**config.mk**
```make
export PLATFORM = sky130hd
export DESIGN_NAME = device_mode_event_tracker_top
export DESIGN_NICKNAME = d
export VERILOG_FILES = /design/src/rtl/dmet_pkg.sv /design/src/rtl/dmet_step.sv /design/src/rtl/device_mode_event_tracker_top.sv
export SDC_FILE = /design/constraint.sdc
export NUM_CORES = 1
export LEC_CHECK = 0
export BUFFER_PORTS_ARGS = -buffer_cell sky130_fd_sc_hd__buf_2
export CORE_MARGIN = 5
export CORE_UTILIZATION = 59
export DETAILED_ROUTE_END_ITERATION = 10
export HOLD_SLACK_MARGIN = 0.12
export PLACE_DENSITY_LB_ADDON = 0.3
export SYNTH_ARGS = -nofsm -noshare
export SYNTH_HDL_FRONTEND = slang
export SYNTH_SLANG_ARGS = --single-unit
```
**constraint.sdc**
```tcl
create_clock -name aclk -period 6.35 [get_ports aclk]
set_input_delay 1.27 -clock aclk [delete_from_list [all_inputs] [get_ports aclk]]
set_output_delay 1.27 -clock aclk [all_outputs]
set_load 0.01 [all_outputs]
```
**src/rtl/dmet_pkg.sv**
```systemverilog
// Package for the device mode event tracker: codes, state encodings and shared structs.
package dmet_pkg;

    localparam int EPOCH_BITS_DEFAULT = 8;
    localparam int EPOCH_OUT_BITS     = 8;

    typedef enum logic [3:0] {
        OP_USB_ATTACH      = 4'd0,
        OP_USB_DETACH      = 4'd1,
        OP_LINK_STOPPED    = 4'd2,
        OP_LINK_DISCONN    = 4'd3,
        OP_LINK_CONNECTING = 4'd4,
        OP_LINK_ONLINE     = 4'd5,
        OP_PROV_START      = 4'd6,
        OP_PROV_SUCCESS    = 4'd7,
        OP_PROV_TIMEOUT    = 4'd8,
        OP_PROV_RESET      = 4'd9,
        OP_UPD_START       = 4'd10,
        OP_UPD_ABORT       = 4'd11,
        OP_UPD_FAIL        = 4'd12,
        OP_UPD_COMMIT      = 4'd13,
        OP_UPD_RESET       = 4'd14,
        OP_QUERY           = 4'd15
    } opcode_t;

    typedef enum logic [2:0] {
        ST_OK             = 3'd0,
        ST_BAD_TRANSITION = 3'd1,
        ST_BAD_ARGUMENT   = 3'd2,
        ST_UNAUTH         = 3'd3,
        ST_BUSY           = 3'd4,
        ST_OFFLINE        = 3'd5
    } status_t;

    typedef enum logic [1:0] {
        LINK_STOPPED    = 2'd0,
        LINK_DISCONN    = 2'd1,
        LINK_CONNECTING = 2'd2,
        LINK_ONLINE     = 2'd3
    } link_t;

    typedef enum logic [1:0] {
        PROV_IDLE      = 2'd0,
        PROV_ACTIVE    = 2'd1,
        PROV_SUCCEEDED = 2'd2,
        PROV_TIMED_OUT = 2'd3
    } prov_t;

    typedef enum logic [1:0] {
        UPD_IDLE      = 2'd0,
        UPD_RECEIVING = 2'd1,
        UPD_READY     = 2'd2
    } upd_t;

    localparam logic [1:0] OWNER_NONE    = 2'd0;
    localparam logic [1:0] OWNER_USB     = 2'd1;
    localparam logic [1:0] OWNER_NETWORK = 2'd2;

    typedef struct packed {
        logic  usb;
        link_t link;
        prov_t prov;
        upd_t  upd;
    } dev_state_t;

    typedef struct packed {
        status_t status;
        logic    wired_adv;
        logic    link_adv;
        logic    revoke;
    } step_flags_t;

endpackage

```
**src/rtl/dmet_step.sv**
```systemverilog
// Guard checks, next-state logic and admission query for one request.
module dmet_step (
    input  dmet_pkg::dev_state_t  cur_state,
    input  logic [3:0]            opcode,
    input  logic [1:0]            claim_owner,
    input  logic                  authenticated,
    input  logic [1:0]            present_owner,
    output dmet_pkg::dev_state_t  next_state,
    output dmet_pkg::step_flags_t flags
);

    dmet_pkg::opcode_t op;
    dmet_pkg::status_t query_status;
    logic              ok;
    logic              wired_op;
    logic              link_op;

    assign op = dmet_pkg::opcode_t'(opcode);

    // Admission checks in priority order
    always_comb begin
        if (claim_owner == dmet_pkg::OWNER_NONE) begin
            query_status = dmet_pkg::ST_BAD_ARGUMENT;
        end else if (claim_owner == dmet_pkg::OWNER_NETWORK && !authenticated) begin
            query_status = dmet_pkg::ST_UNAUTH;
        end else if (cur_state.upd != dmet_pkg::UPD_IDLE) begin
            query_status = dmet_pkg::ST_BUSY;
        end else if (claim_owner == dmet_pkg::OWNER_NETWORK && cur_state.usb) begin
            query_status = dmet_pkg::ST_BUSY;
        end else if (claim_owner == dmet_pkg::OWNER_NETWORK
                     && cur_state.link != dmet_pkg::LINK_ONLINE) begin
            query_status = dmet_pkg::ST_OFFLINE;
        end else if (claim_owner != dmet_pkg::OWNER_NETWORK && !cur_state.usb) begin
            query_status = dmet_pkg::ST_OFFLINE;
        end else if (present_owner != dmet_pkg::OWNER_NONE
                     && present_owner != claim_owner) begin
            query_status = dmet_pkg::ST_BUSY;
        end else begin
            query_status = dmet_pkg::ST_OK;
        end
    end

    always_comb begin
        next_state = cur_state;
        ok         = 1'b1;
        wired_op   = 1'b0;
        link_op    = 1'b0;
        unique case (op)
            dmet_pkg::OP_USB_ATTACH: begin
                next_state.usb = 1'b1;
                wired_op       = 1'b1;
            end
            dmet_pkg::OP_USB_DETACH: begin
                next_state.usb = 1'b0;
                wired_op       = 1'b1;
            end
            dmet_pkg::OP_LINK_STOPPED: begin
                next_state.link = dmet_pkg::LINK_STOPPED;
                link_op         = 1'b1;
            end
            dmet_pkg::OP_LINK_DISCONN: begin
                link_op = 1'b1;
                if (cur_state.link == dmet_pkg::LINK_STOPPED) ok = 1'b0;
                else next_state.link = dmet_pkg::LINK_DISCONN;
            end
            dmet_pkg::OP_LINK_CONNECTING: begin
                next_state.link = dmet_pkg::LINK_CONNECTING;
                link_op         = 1'b1;
            end
            dmet_pkg::OP_LINK_ONLINE: begin
                link_op = 1'b1;
                if (cur_state.link != dmet_pkg::LINK_CONNECTING) ok = 1'b0;
                else next_state.link = dmet_pkg::LINK_ONLINE;
            end
            dmet_pkg::OP_PROV_START: begin
                if (cur_state.prov == dmet_pkg::PROV_ACTIVE) ok = 1'b0;
                else next_state.prov = dmet_pkg::PROV_ACTIVE;
            end
            dmet_pkg::OP_PROV_SUCCESS: begin
                if (cur_state.prov != dmet_pkg::PROV_ACTIVE) ok = 1'b0;
                else next_state.prov = dmet_pkg::PROV_SUCCEEDED;
            end
            dmet_pkg::OP_PROV_TIMEOUT: begin
                if (cur_state.prov != dmet_pkg::PROV_ACTIVE) ok = 1'b0;
                else next_state.prov = dmet_pkg::PROV_TIMED_OUT;
            end
            dmet_pkg::OP_PROV_RESET: begin
                next_state.prov = dmet_pkg::PROV_IDLE;
            end
            dmet_pkg::OP_UPD_START: begin
                wired_op = 1'b1;
                if (cur_state.upd != dmet_pkg::UPD_IDLE) ok = 1'b0;
                else next_state.upd = dmet_pkg::UPD_RECEIVING;
            end
            dmet_pkg::OP_UPD_ABORT, dmet_pkg::OP_UPD_FAIL: begin
                wired_op = 1'b1;
                if (cur_state.upd != dmet_pkg::UPD_RECEIVING) ok = 1'b0;
                else next_state.upd = dmet_pkg::UPD_IDLE;
            end
            dmet_pkg::OP_UPD_COMMIT: begin
                wired_op = 1'b1;
                if (cur_state.upd != dmet_pkg::UPD_RECEIVING) ok = 1'b0;
                else next_state.upd = dmet_pkg::UPD_READY;
            end
            dmet_pkg::OP_UPD_RESET: begin
                next_state.upd = dmet_pkg::UPD_IDLE;
                wired_op       = 1'b1;
            end
            dmet_pkg::OP_QUERY: begin
                next_state = cur_state;
            end
            default: begin
                next_state = cur_state;
            end
        endcase

        if (!ok) next_state = cur_state;
    end

    assign flags.status    = (op == dmet_pkg::OP_QUERY) ? query_status
                           : (ok ? dmet_pkg::ST_OK : dmet_pkg::ST_BAD_TRANSITION);
    assign flags.wired_adv = ok && wired_op;
    assign flags.link_adv  = ok && link_op;
    assign flags.revoke    = (op == dmet_pkg::OP_USB_ATTACH);

endmodule

```
**src/rtl/device_mode_event_tracker_top.sv**
```systemverilog
// Top level of the device mode event tracker: state registers and result register.
// An accepted request's result is registered and shows on the m_ side in the next cycle.
// Throughput: one request per cycle while m_ready keeps the result register drained;
// the guard and update logic is a single pass between the state registers and the result register.
// s_ready stays high while the result register is empty or being drained.
// Reset (aresetn low, synchronous) clears the state, both epochs and m_valid.
module device_mode_event_tracker_top #(
    parameter int EPOCH_BITS = dmet_pkg::EPOCH_BITS_DEFAULT
) (
    input  logic       aclk,
    input  logic       aresetn,
    input  logic       s_valid,
    output logic       s_ready,
    input  logic [3:0] s_opcode,
    input  logic [1:0] s_claim_owner,
    input  logic       s_authenticated,
    input  logic [1:0] s_present_owner,
    output logic       m_valid,
    input  logic       m_ready,
    output logic [2:0] m_status,
    output logic       m_usb_is_present,
    output logic [1:0] m_link_now,
    output logic [1:0] m_provisioning_now,
    output logic [1:0] m_update_now,
    output logic [7:0] m_wired_epoch_now,
    output logic [7:0] m_link_epoch_now,
    output logic       m_revoke_network
);

    localparam int OUT_BITS = dmet_pkg::EPOCH_OUT_BITS;

    dmet_pkg::dev_state_t  state_reg;
    dmet_pkg::dev_state_t  state_next;
    dmet_pkg::step_flags_t flags;

    logic [EPOCH_BITS-1:0] wired_epoch_reg;
    logic [EPOCH_BITS-1:0] wired_epoch_next;
    logic [EPOCH_BITS-1:0] link_epoch_reg;
    logic [EPOCH_BITS-1:0] link_epoch_next;
    logic [EPOCH_BITS+OUT_BITS-1:0] wired_ext;
    logic [EPOCH_BITS+OUT_BITS-1:0] link_ext;

    logic                  m_valid_reg;
    dmet_pkg::status_t     m_status_reg;
    dmet_pkg::dev_state_t  m_state_reg;
    logic [OUT_BITS-1:0]   m_wired_reg;
    logic [OUT_BITS-1:0]   m_link_reg;
    logic                  m_revoke_reg;

    logic s_fire;

    assign s_ready = !m_valid_reg || m_ready;
    assign s_fire  = s_valid && s_ready;

    dmet_step u_step (
        .cur_state     (state_reg),
        .opcode        (s_opcode),
        .claim_owner   (s_claim_owner),
        .authenticated (s_authenticated),
        .present_owner (s_present_owner),
        .next_state    (state_next),
        .flags         (flags)
    );

    assign wired_epoch_next = wired_epoch_reg + EPOCH_BITS'(flags.wired_adv);
    assign link_epoch_next  = link_epoch_reg + EPOCH_BITS'(flags.link_adv);

    // widen before taking the low byte so narrow epochs zero-extend
    assign wired_ext = {{OUT_BITS{1'b0}}, wired_epoch_next};
    assign link_ext  = {{OUT_BITS{1'b0}}, link_epoch_next};

    always_ff @(posedge aclk) begin
        if (!aresetn) begin
            state_reg       <= '0;
            wired_epoch_reg <= '0;
            link_epoch_reg  <= '0;
            m_valid_reg     <= 1'b0;
        end else begin
            if (s_fire) begin
                state_reg       <= state_next;
                wired_epoch_reg <= wired_epoch_next;
                link_epoch_reg  <= link_epoch_next;
                m_valid_reg     <= 1'b1;
            end else if (m_ready) begin
                m_valid_reg     <= 1'b0;
            end
        end
    end

    always_ff @(posedge aclk) begin
        if (s_fire) begin
            m_status_reg <= flags.status;
            m_state_reg  <= state_next;
            m_wired_reg  <= wired_ext[OUT_BITS-1:0];
            m_link_reg   <= link_ext[OUT_BITS-1:0];
            m_revoke_reg <= flags.revoke && (flags.status == dmet_pkg::ST_OK);
        end
    end

    assign m_valid            = m_valid_reg;
    assign m_status           = m_status_reg;
    assign m_usb_is_present   = m_state_reg.usb;
    assign m_link_now         = m_state_reg.link;
    assign m_provisioning_now = m_state_reg.prov;
    assign m_update_now       = m_state_reg.upd;
    assign m_wired_epoch_now  = m_wired_reg;
    assign m_link_epoch_now   = m_link_reg;
    assign m_revoke_network   = m_revoke_reg;

    // rejected events and queries leave state and epochs alone
    a_reject_holds: assert property (@(posedge aclk) disable iff (!aresetn)
        s_fire && (flags.status == dmet_pkg::ST_BAD_TRANSITION
                   || s_opcode == dmet_pkg::OP_QUERY)
        |=> $stable(state_reg) && $stable(wired_epoch_reg) && $stable(link_epoch_reg))
        else $error("state changed on rejected event or query");

    a_revoke_usb: assert property (@(posedge aclk) disable iff (!aresetn)
        m_valid_reg && m_revoke_reg |-> m_state_reg.usb)
        else $error("revoke without usb present");

    a_upd_code: assert property (@(posedge aclk) disable iff (!aresetn)
        state_reg.upd != 2'd3)
        else $error("update state reached unused code");

    a_wired_step: assert property (@(posedge aclk) disable iff (!aresetn)
        s_fire && flags.wired_adv
        |=> wired_epoch_reg == $past(wired_epoch_reg) + EPOCH_BITS'(1))
        else $error("wired epoch did not advance by one");

    a_one_epoch: assert property (@(posedge aclk) disable iff (!aresetn)
        !(flags.wired_adv && flags.link_adv))
        else $error("both epochs advanced on one request");

endmodule

```
# Yosys cells after proc, flatten, opt, wreduce, memory -nomap -nowiden
# Cells that the tools add are included.
dict set report classes {
  n_div 0
  reduce_logical 25
  bitwise 0
  order_cmp 0
  n_mul 0
  muxes 33
  shifts 0
  n_eq_ne 23
  n_addsub 2
}
# operator count
set ops {}
lappend ops {{equality test 4 bit, second input constant} 8}
lappend ops {{2-to-1 mux 3 bit} 8}
lappend ops {{case mux 2 bit (4 select lines)} 3}
lappend ops {{adder 8 x 1 -> 8 bit} 2}
lappend ops {{equality test 4 x 3 -> 1 bit, second input constant} 4}
lappend ops {{2-to-1 mux 2 bit} 8}
lappend ops {{2-to-1 mux 1 bit} 11}
lappend ops {{logical AND 1 bit} 9}
lappend ops {{equality test 4 x 2 -> 1 bit, second input constant} 2}
lappend ops {{2-to-1 mux 7 bit} 1}
lappend ops {{OR reduction 7 bit} 1}
lappend ops {{inequality test 2 bit, second input constant} 3}
lappend ops {{case mux 1 bit (6 select lines)} 1}
lappend ops {{nonzero test 2 bit} 3}
lappend ops {{equality test 4 x 1 -> 1 bit, second input constant} 1}
lappend ops {{zero test 2 bit} 2}
lappend ops {{zero test 4 bit} 1}
lappend ops {{inequality test 2 x 1 -> 1 bit, second input constant} 2}
lappend ops {{OR reduction 2 bit} 2}
lappend ops {{OR reduction 4 bit} 1}
lappend ops {{zero test 1 bit} 3}
lappend ops {{zero test 3 bit} 1}
lappend ops {{OR reduction 3 bit} 1}
lappend ops {{equality test 2 x 1 -> 1 bit, second input constant} 1}
lappend ops {{4 further kinds} 4}
dict set report totals {
  output_inout_bits 29
  register_bits 51
  mem_count 0
  ramBits 0
  mem_bits_ro 0
  latchBits 0
  wordCells 98
  input_bits 13
}

# Depth between registers and ports, before layout
# Gate-level depths: netlist of the first run.
dict set report logic_depth {
  word_depth 12
  ltp_mapped 15
  depth_no_buf 13
}

# Modules after synthesis
# Synthesis of the first run repeated with hierarchy kept, for this count alone.
dict set report hier_totals {
  cells_unflattened 264
  area_unflattened_um2 2570.0
}
# module cells_each area_per_inst_um2 n_inst seq_area_each_um2
set by_module_without_submodules {}
lappend by_module_without_submodules {device_mode_event_tracker_top 178 2063.2 1 1291.2}
lappend by_module_without_submodules {dmet_step 86 506.7 1 0.0}

# Worst setup path before layout of the first run
# No wires, ideal clock.
dict set report synth_timing {
  path_kind {input -> register}
  startpoint {in s_opcode[3]}
  endpoint {reg wired_epoch_reg[7]}
  arrival_time_ns 3.460
  n_path_buf 2
  path_stages 14
  required_ns 6.235
  path_slack_ns 2.775
  setup_ns 0.115
  path_cell_list {buf_2 -> nor4b_1 -> a31oi_1 -> o32ai_2 -> nor4_2 -> buf_6 -> nand2_2 -> o21a_1 -> ha_1 -> and3_1 -> and3_1 -> nand4_1 -> xnor2_1 -> and2_1}
}
dict set report synth_between {
  elab_chain_len 5
  word_cells_on_any_way 19
  cone_classes {add/sub: 1; eq/ne: 11; mux: 2; reduce/logical: 5}
}
# element line_no
set synth_lines {}
lappend synth_lines {{start, declared} device_mode_event_tracker_top.sv:14} ;# input logic [3:0] s_opcode,
lappend synth_lines {{equality test 4 bit (tied with other cells)} dmet_step.sv:48} ;# unique case (op)
lappend synth_lines {{OR reduction 3 bit (no source line) (tied with other cells)} --}
lappend synth_lines {{case mux 1 bit (6 select lines) or 2-to-1 mux 1 bit (tied branches)} dmet_step.sv:48}
lappend synth_lines {{logical AND 1 bit (*)} dmet_step.sv:122} ;# assign flags.wired_adv = ok && wired_op;
lappend synth_lines {{adder 8 x 1 -> 8 bit (*)} device_mode_event_tracker_top.sv:65} ;# assign wired_epoch_next = wired_epoch_reg + EPOCH_BITS'(flags.wired_adv);
lappend synth_lines {{end signal, assigned} device_mode_event_tracker_top.sv:81} ;# wired_epoch_reg <= wired_epoch_next;
lappend synth_lines {{end, declared} device_mode_event_tracker_top.sv:36} ;# logic [EPOCH_BITS-1:0] wired_epoch_reg;
# Mark *: on every way between the ends. The rest lies on a longest branch, timed or not.
# A chain may end at the register's enable or synchronous reset.

# Final worst setup path of the first run
dict set report layout_timing {
  startpoint {in s_opcode[3]}
  endpoint {reg wired_epoch_reg[6]}
}
# The elaborated chain is that of the path after synthesis.

==> flow_summary.toml, run 1 <==
[power]
share_comb_of_total_power_pct = 10.6
power_frac_seq_pct = 55.3
power_frac_clock_pct = 34.1
p_switching_mw = 0.156
swShare_pct = 23.8
power_leakage_nw = 1.19
pwr_density_cell_mw_per_mm2 = 230
p_int_mw = 0.500
ir_worst_vdd_uv = 116

[finish]
insertedDiodeCount = 0
final_nets = 305
drive_gt1_share_pct = 19.4
fillers = 323
layout.cell_area.non_filler_mm2 = 0.00286
mostFrequentLayoutCells = "41 x sky130_fd_sc_hd__buf_2, 33 x sky130_fd_sc_hd__nand2_1, 27 x sky130_fd_sc_hd__edfxtp_1"
areaGrowthSynthToFinish_pct = 12.5
final_common_cell = "sky130_fd_sc_hd__buf_2"
number_of_standard_cells_in_the_layout_taps_in_and_fillers_out = 339
fin_util_pct = 69.9

[placed_design]
place_congestion = 0.920
place_inst = 331
placed_area_mm2 = 0.00274
dp_hpwl_um = 3350
io_buffers = 41

[critical_path]
r2r-start = "state_reg[1]$_SDFFE_PN0P_"
crit-reg2reg-capture = "wired_epoch_reg[6]$_SDFFE_PN0P_"
path_cells = "buf_2 -> nor2b_1 -> a31oi_1 -> o32ai_2 -> nor4_2 -> nand2_2 -> o21a_1 -> ha_1 -> ha_1 -> nand3_1 -> nor2_1 -> nand3_1 -> xnor2_1 -> and2_1"
timing.critical_path.slowest_stage_cell = "sky130_fd_sc_hd__nor4_2"
worst-path-max-fanout = 20
critical_path_cell_count = 14
critPathRequiredTime_ns = 6.55
critical_path.max_stage_delay_ns = 0.93
worstRegToRegCells = 13
timing.critical_path.from_type = "input pin"
worst-path-buf-inv = 1
ff2ff_setup_slack_ns = 3.14
worst-setup-path-type = "input pin to register"
worst-endpoint-arrival_ns = 4.43
cp-end-kind = "register"
family_with_the_most_delay_on_the_worst_path = "simple AND/OR/NAND/NOR gates"

[detailed_routing]
route.detailed.drc = 0
first_pass_iters = 5
dr.first_iter.drc_count = 115
postRouteAntennaNets = 0
drt-total-wl_um = 5010
route.detailed.wl_per_inst_um = 14.8
route.detailed.vias_per_inst = 5.73
routed-via-count = 1941

[synthesis]
ys_types = 45
synth-async-reset-ratio_pct = 0
total_nets_after_synthesis = 272
ys.warnings.count = 0
postSynthCellCount = 255
post_synth_instance_area_mm2 = 0.00254
yosysTopAreaCell = "sky130_fd_sc_hd__edfxtp_1"
dominantRegCellSynth = "sky130_fd_sc_hd__edfxtp_1"
ys_ff_latch = 51
synth_sequential_area_ratio_pct = 50.9
synth-edff-count = 27
post_synth_main_area_contributors = "sky130_fd_sc_hd__edfxtp_1 32%, sky130_fd_sc_hd__dfxtp_1 19%, sky130_fd_sc_hd__xnor2_1 5.2%"
post_synth.cell_area_avg_um2 = 9.96
post-synth-top-area-fraction_pct = 31.9

[sta]
finalHoldViolations = 0
hold_slack_ns = 0.481
clock-skew-final_ns = 0.00621
setup_total_negative_slack_ns = 0
setup-violations-final = 0
worst_slew_pin_slew_ns = 1.06
timing.final.crit_share_pct = 66.6
fmax_mhz = 237
slew_violations = 0
worst_slew_margin_rel_pct = 28.8
rsz_0062_raised_after_global_routing = "false"
fin_crit_ns = 4.23

[floorplan]
dieArea_mm2 = 0.00571
start_util_pct = 62.1
coreArea_mm2 = 0.00409
total_i_o_pin_count = 42
die-width_um = 75.6
fp-row-count = 23
dieHeight_um = 75.6

[hold_path]
hold_path.class = "register to register"
worstHoldStart = "link_epoch_reg[0]$_SDFFE_PN0P_"
holdPathEnd = "link_epoch_reg[0]$_SDFFE_PN0P_"
worstHoldPathCells = 2

[global_route]
first_pass_grt_wire_length_um = 8200
grt_max_degree = 40
grt_busiest_layer = "met2"
gr-usage-met3_pct = 3.56
globalRoute.totalOverflow = 0
antenna_found_initial = 0
met1_usage_pct = 23.7
grt_pass1_vias = 1783
global_route.usage.met2_pct = 32.1
track_usage_pct = 18.7

[clocking]
post_cts_buffers = 0
worstSkewPairLatency_ns = 0.30
cts_tree = "yes"
cts_root_buffer = "sky130_fd_sc_hd__clkbuf_8"
cts_repair_resize_count = 0
cts_buffers = 5
cts-htree-levels = 2
cts.reportedPaths.clkPinSlew_ns = 0.09
cts.sink_count = 51
buffer_levels_on_the_longest_clock_path = 2
cts_hold_buffers_added = 0

[outcome]
run_status = "complete, no violations"

[flow_run]
drv.max_cap_violation_count = 0
==> cell families (layout without fill, tap and decap cells) <==
kind of cell               Yosys count  in the layout  synth area share [%]
buffers and inverters               22             56                  3.70
adders and majority gates            4              4                  1.97
muxes                                1              1                 0.444
AOI/OAI and AO/OA                   48             48                  13.8
DFF                                 51             51                  50.9
and+or+nand+nor                    104            104                  20.6
xor gates and xnor gates            25             25                  8.62
==> final cells by class <==
cell class	instances	area [um^2]	share of cell area, %
timing repair buffer	42	213	7.45
sequential	51	1290	45.2
multi-input combinational	182	1150	40.4
clock inverter	3	43.8	1.53
inverter	6	22.5	0.789
tap	50	62.6	2.19
clock buffer	5	68.8	2.41
==> worst register-to-register path: stages, from the launching register on <==
cell and delay, ns:
sky130_fd_sc_hd__dfxtp_1 0.52, sky130_fd_sc_hd__nor2_1 0.11, sky130_fd_sc_hd__nand2_1 0.08, sky130_fd_sc_hd__a31oi_1 0.11, sky130_fd_sc_hd__nor4_2 0.82, sky130_fd_sc_hd__nand2_2 0.27
sky130_fd_sc_hd__o21a_1 0.21, sky130_fd_sc_hd__ha_1 0.19, sky130_fd_sc_hd__ha_1 0.22, sky130_fd_sc_hd__nand3_1 0.16, sky130_fd_sc_hd__nor2_1 0.08, sky130_fd_sc_hd__nand3_1 0.13
sky130_fd_sc_hd__xnor2_1 0.07, sky130_fd_sc_hd__and2_1 0.15
==> power by group through the flow <==
stage	combinational, mW	sequential, mW	clock (mW)
after floorplan	0.0410	0.377	0
after global placement	0.0687	0.370	0
after detailed placement	0.0698	0.371	0
after CTS	0.0702	0.363	0.228
after global routing	0.0774	0.364	0.242
final	0.0697	0.363	0.224
==> cell usage after synthesis (2+ instances only) <==
cell type	number
sky130_fd_sc_hd__nand3_1	9
sky130_fd_sc_hd__nand4_1	3
sky130_fd_sc_hd__a21boi_0	7
sky130_fd_sc_hd__and2_1	13
sky130_fd_sc_hd__o21ai_0	3
sky130_fd_sc_hd__xor2_1	10
sky130_fd_sc_hd__o21a_1	2
sky130_fd_sc_hd__o41ai_1	2
sky130_fd_sc_hd__nor2_1	15
sky130_fd_sc_hd__buf_2	3
sky130_fd_sc_hd__nor4_1	3
sky130_fd_sc_hd__xnor2_1	15
sky130_fd_sc_hd__nand2b_1	5
sky130_fd_sc_hd__o22ai_1	3
sky130_fd_sc_hd__o31ai_1	2
sky130_fd_sc_hd__clkbuf_1	11
sky130_fd_sc_hd__a31oi_1	5
sky130_fd_sc_hd__nor2b_1	7
sky130_fd_sc_hd__and3_1	5
sky130_fd_sc_hd__ha_1	4
sky130_fd_sc_hd__edfxtp_1	27
sky130_fd_sc_hd__dfxtp_1	24
sky130_fd_sc_hd__inv_1	5
sky130_fd_sc_hd__nor3_1	6
sky130_fd_sc_hd__a21oi_1	11
sky130_fd_sc_hd__a211oi_1	2
sky130_fd_sc_hd__nand2_1	33
sky130_fd_sc_hd__o221a_1	3
==> metal layers <==
metal / part of all wire [%] / vias up
li1: - / 968
met1: 42 / 911
met2: 50 / 54
met3: 6.3 / 8
met4: 1.5 / 0
met5: 0 / -
==> worst max-delay path by stage <==
stage / startpoint / slack (ns) / end
2_1_floorplan: s_opcode[3] / 2.77 / wired_epoch_reg[7]$_SDFFE_PN0P_
3_3_place_gp: s_opcode[3] / 1.99 / wired_epoch_reg[7]$_SDFFE_PN0P_
3_5_place_dp: s_opcode[3] / 1.83 / wired_epoch_reg[6]$_SDFFE_PN0P_
4_1_cts: s_opcode[3] / 2.15 / wired_epoch_reg[6]$_SDFFE_PN0P_
5_1_grt: s_opcode[3] / 1.86 / wired_epoch_reg[6]$_SDFFE_PN0P_
6_report: s_opcode[3] / 2.12 / wired_epoch_reg[6]$_SDFFE_PN0P_
==> per-stage QoR <==
step	total power, mW	setup slack [ns]
global route	0.684	1.86
floorplan	0.418	2.77
finish	0.656	2.12
detailed placement	0.440	1.83
CTS	0.661	2.15
global placement	0.439	1.99
No activity file was read; power rests on OpenSTA's default activity.
==> run 2: changes to the inputs <==
ABC_AREA = 1   (was not set)
CORE_UTILIZATION = 56   (was 59)
clock period = 4.1 ns   (was 6.35 ns; I/O delays follow)
==> flow_summary.toml, run 2 <==
[critical_path]
family_with_the_most_delay_on_the_worst_path = "simple AND/OR/NAND/NOR gates"
worstRegToRegCells = 15
worst-endpoint-arrival_ns = 2.87
critical_path_cell_count = 17
timing.critical_path.from_type = "input pin"
critPathRequiredTime_ns = 4.30
worst-path-buf-inv = 4
critical_path.max_stage_delay_ns = 0.23
worst-path-max-fanout = 10
timing.critical_path.slowest_stage_cell = "sky130_fd_sc_hd__nor2_1"
worst-setup-path-type = "input pin to register"
cp_dominant_cell_by_count = "sky130_fd_sc_hd__nor2_1"
cp-end-kind = "register"
path_cells = "buf_2 -> inv_2 -> nor2_1 -> nand3_1 -> nand2_1 -> nor2_1 -> nand3_1 -> nor2_1 -> nor2_1 -> ha_1 -> ha_1 -> inv_1 -> nor2_1 -> nand3_1 -> xor2_1 -> o21ai_0 -> inv_1"

[global_route]
first_pass_grt_wire_length_um = 8340
grt_pass1_vias = 1929
antenna_found_initial = 0
grt_max_degree = 33
track_usage_pct = 16.8
globalRoute.totalOverflow = 0

[synthesis]
ys.warnings.count = 0
post_synth.cell_area_avg_um2 = 8.02
yosysTopAreaCell = "sky130_fd_sc_hd__edfxtp_1"
synth-edff-count = 27
area_fraction_in_compound_gates_after_synthesis_pct = 10.1
synth.area.mux_share_pct = 0
postSynthCellCount = 312
most_frequently_used_cell_type_in_the_post_synthesis_netlist = "sky130_fd_sc_hd__nand2_1"
total_nets_after_synthesis = 329
synth_sequential_area_ratio_pct = 51.6
post-synth-top-area-fraction_pct = 32.4
post_synth_xor_area_fraction_pct = 3.50
synth_common_cells = "64 x sky130_fd_sc_hd__nand2_1, 52 x sky130_fd_sc_hd__nor2_1, 46 x sky130_fd_sc_hd__inv_1"
post_synth_instance_area_mm2 = 0.00250
ys_types = 26
largest_family_of_logic_cells_by_synthesized_area = "simple AND/OR/NAND/NOR gates"
post_synth_main_area_contributors = "sky130_fd_sc_hd__edfxtp_1 32%, sky130_fd_sc_hd__dfxtp_1 19%, sky130_fd_sc_hd__nand2_1 9.6%"
dominantRegCellSynth = "sky130_fd_sc_hd__edfxtp_1"
synth-async-reset-ratio_pct = 0
ys_ff_latch = 51
yosys.area_share.adder_pct = 2.00
synth_simple_gate_area_share_pct = 24.2

[sta]
setup_ws_ns = 1.43
rsz_0062_raised_after_global_routing = "false"
fmax_mhz = 375
worst_slew_margin_rel_pct = 66.6
timing.final.crit_share_pct = 65.1
worst_slew_pin_slew_ns = 0.497
finalHoldViolations = 0
setup-violations-final = 0
fin_crit_ns = 2.67
setup_total_negative_slack_ns = 0
slew_violations = 0
clock-skew-final_ns = 0.00592

[finish]
mostFrequentLayoutCells = "64 x sky130_fd_sc_hd__nand2_1, 52 x sky130_fd_sc_hd__nor2_1, 46 x sky130_fd_sc_hd__inv_1"
number_of_standard_cells_in_the_layout_taps_in_and_fillers_out = 409
final_common_cell = "sky130_fd_sc_hd__nand2_1"
fillers = 359
drive_gt1_share_pct = 16.2
final_nets = 374
areaGrowthSynthToFinish_pct = 13.9
layout.cell_area.non_filler_mm2 = 0.00285
insertedDiodeCount = 0

[clocking]
worstSkewPairLatency_ns = 0.30
cts_hold_buffers_added = 0
post_cts_buffers = 0
buffer_levels_on_the_longest_clock_path = 2
cts.sink_count = 51
cts_tree = "yes"
cts.reportedPaths.clkPinSlew_ns = 0.09
cts_root_buffer = "sky130_fd_sc_hd__clkbuf_8"
cts-htree-levels = 2
cts_buffers = 5
cts_repair_resize_count = 0

[detailed_routing]
first_pass_iters = 5
route.detailed.vias_per_inst = 5.20
routed-via-count = 2125
route.detailed.drc = 0
drt-total-wl_um = 4790
dr.first_iter.drc_count = 148
postRouteAntennaNets = 0
route.detailed.wl_per_inst_um = 11.7

[power]
p_int_mw = 0.771
swShare_pct = 26.5
ir_worst_vdd_uv = 224
share_comb_of_total_power_pct = 15.4
power_leakage_nw = 1.44
finalPower_mw = 1.05
pwr_density_cell_mw_per_mm2 = 368
power_frac_clock_pct = 27.4
p_switching_mw = 0.278
power_frac_seq_pct = 57.2

[placed_design]
place_congestion = 0.920
io_buffers = 41
place_worst_setup_slack_ns = 1.10
place_inst = 402
dp_hpwl_um = 3440
placed_area_mm2 = 0.00276

[hold_path]
hold_path.class = "register to register"
worstHoldPathCells = 2

[floorplan]
dieHeight_um = 76.8
start_util_pct = 57.5
dieArea_mm2 = 0.00591
coreArea_mm2 = 0.00435
fp-row-count = 24
die-width_um = 76.8
total_i_o_pin_count = 42

[outcome]
run_status = "complete, no violations"

[flow_run]
drv.max_cap_violation_count = 0
## run 2: cell types whose count changed in the layout (fill, tap and decap cells not counted), sizes merged, moves of 7 or more
cell	before	now
nand3	9	23
a21boi	7	0
nor2b	7	0
nor2	15	54
and2	13	0
xnor2	15	0
nand2	34	65
inv	6	48
o21ai	4	24
## run 2: final cells by class
class	count	area (um^2)	area share, %
clock buffer	6	82.6	2.90
clock inverter	1	5.00	0.176
inverter	49	184	6.45
multi-input combinational	206	996	34.9
sequential	51	1290	45.3
tap	52	65.1	2.28
timing repair buffer	44	228	7.99
## run 2: cells by family (layout without fill, tap and decap cells)
logic type               after synthesis  after routing
AO/OA/AOI/OAI                         46             46
XOR/XNOR                              10             10
adder cells (fa/ha/maj)                4              4
buffers and inverters                 55            100
flip-flops                            51             51
AND/OR/NAND/NOR                      146            146
## run 2: power by group through the flow
stage | Sequential [mW] | Clock [mW] | Combinational [mW]
detailed placement | 0.612 | 0 | 0.161
finish | 0.601 | 0.287 | 0.162
global route | 0.606 | 0.313 | 0.184
floorplan | 0.622 | 0 | 0.0945
CTS | 0.600 | 0.296 | 0.163
global placement | 0.610 | 0 | 0.158
## run 2: metrics by stage
| step | utilization [%] | hold WS [ns] |
|---|---|---|
| floorplan | - | 0.462 |
| global placement | 63.5 | 0.472 |
| detailed placement | 63.5 | 0.489 |
| CTS | 65.5 | 0.504 |
| global route | 65.5 | 0.533 |
| finish | 65.5 | 0.503 |
## run 2: metal layers
metal / up-vias / GRT usage (%) / share of wire, %
met5: - / 0 / 0
met4: 0 / 4.20 / 1.1
met3: 6 / 4.45 / 5.4
met2: 57 / 28.6 / 48
met1: 968 / 21.2 / 45
li1: 1094 / - / -
## run 2: tightest hold or removal path, delay by kind of cell (launching register included)
family / cells / cell delay (ns)
DFF: 1 / 0.32
and+or+nand+nor: 2 / 0.15
## run 2: path summary, 6_finish.rpt
kind / slack [ns] / startpoint / end
hold reg to reg: 0.50 / link_epoch_reg[0]$_SDFFE_PN0P_ / link_epoch_reg[0]$_SDFFE_PN0P_
hold / removal: 0.50 / link_epoch_reg[0]$_SDFFE_PN0P_ / link_epoch_reg[0]$_SDFFE_PN0P_
setup reg to reg: 1.83 / state_reg[1]$_SDFFE_PN0P_ / wired_epoch_reg[6]$_SDFFE_PN0P_
setup / recovery: 1.43 / s_opcode[1] / wired_epoch_reg[6]$_SDFFE_PN0P_
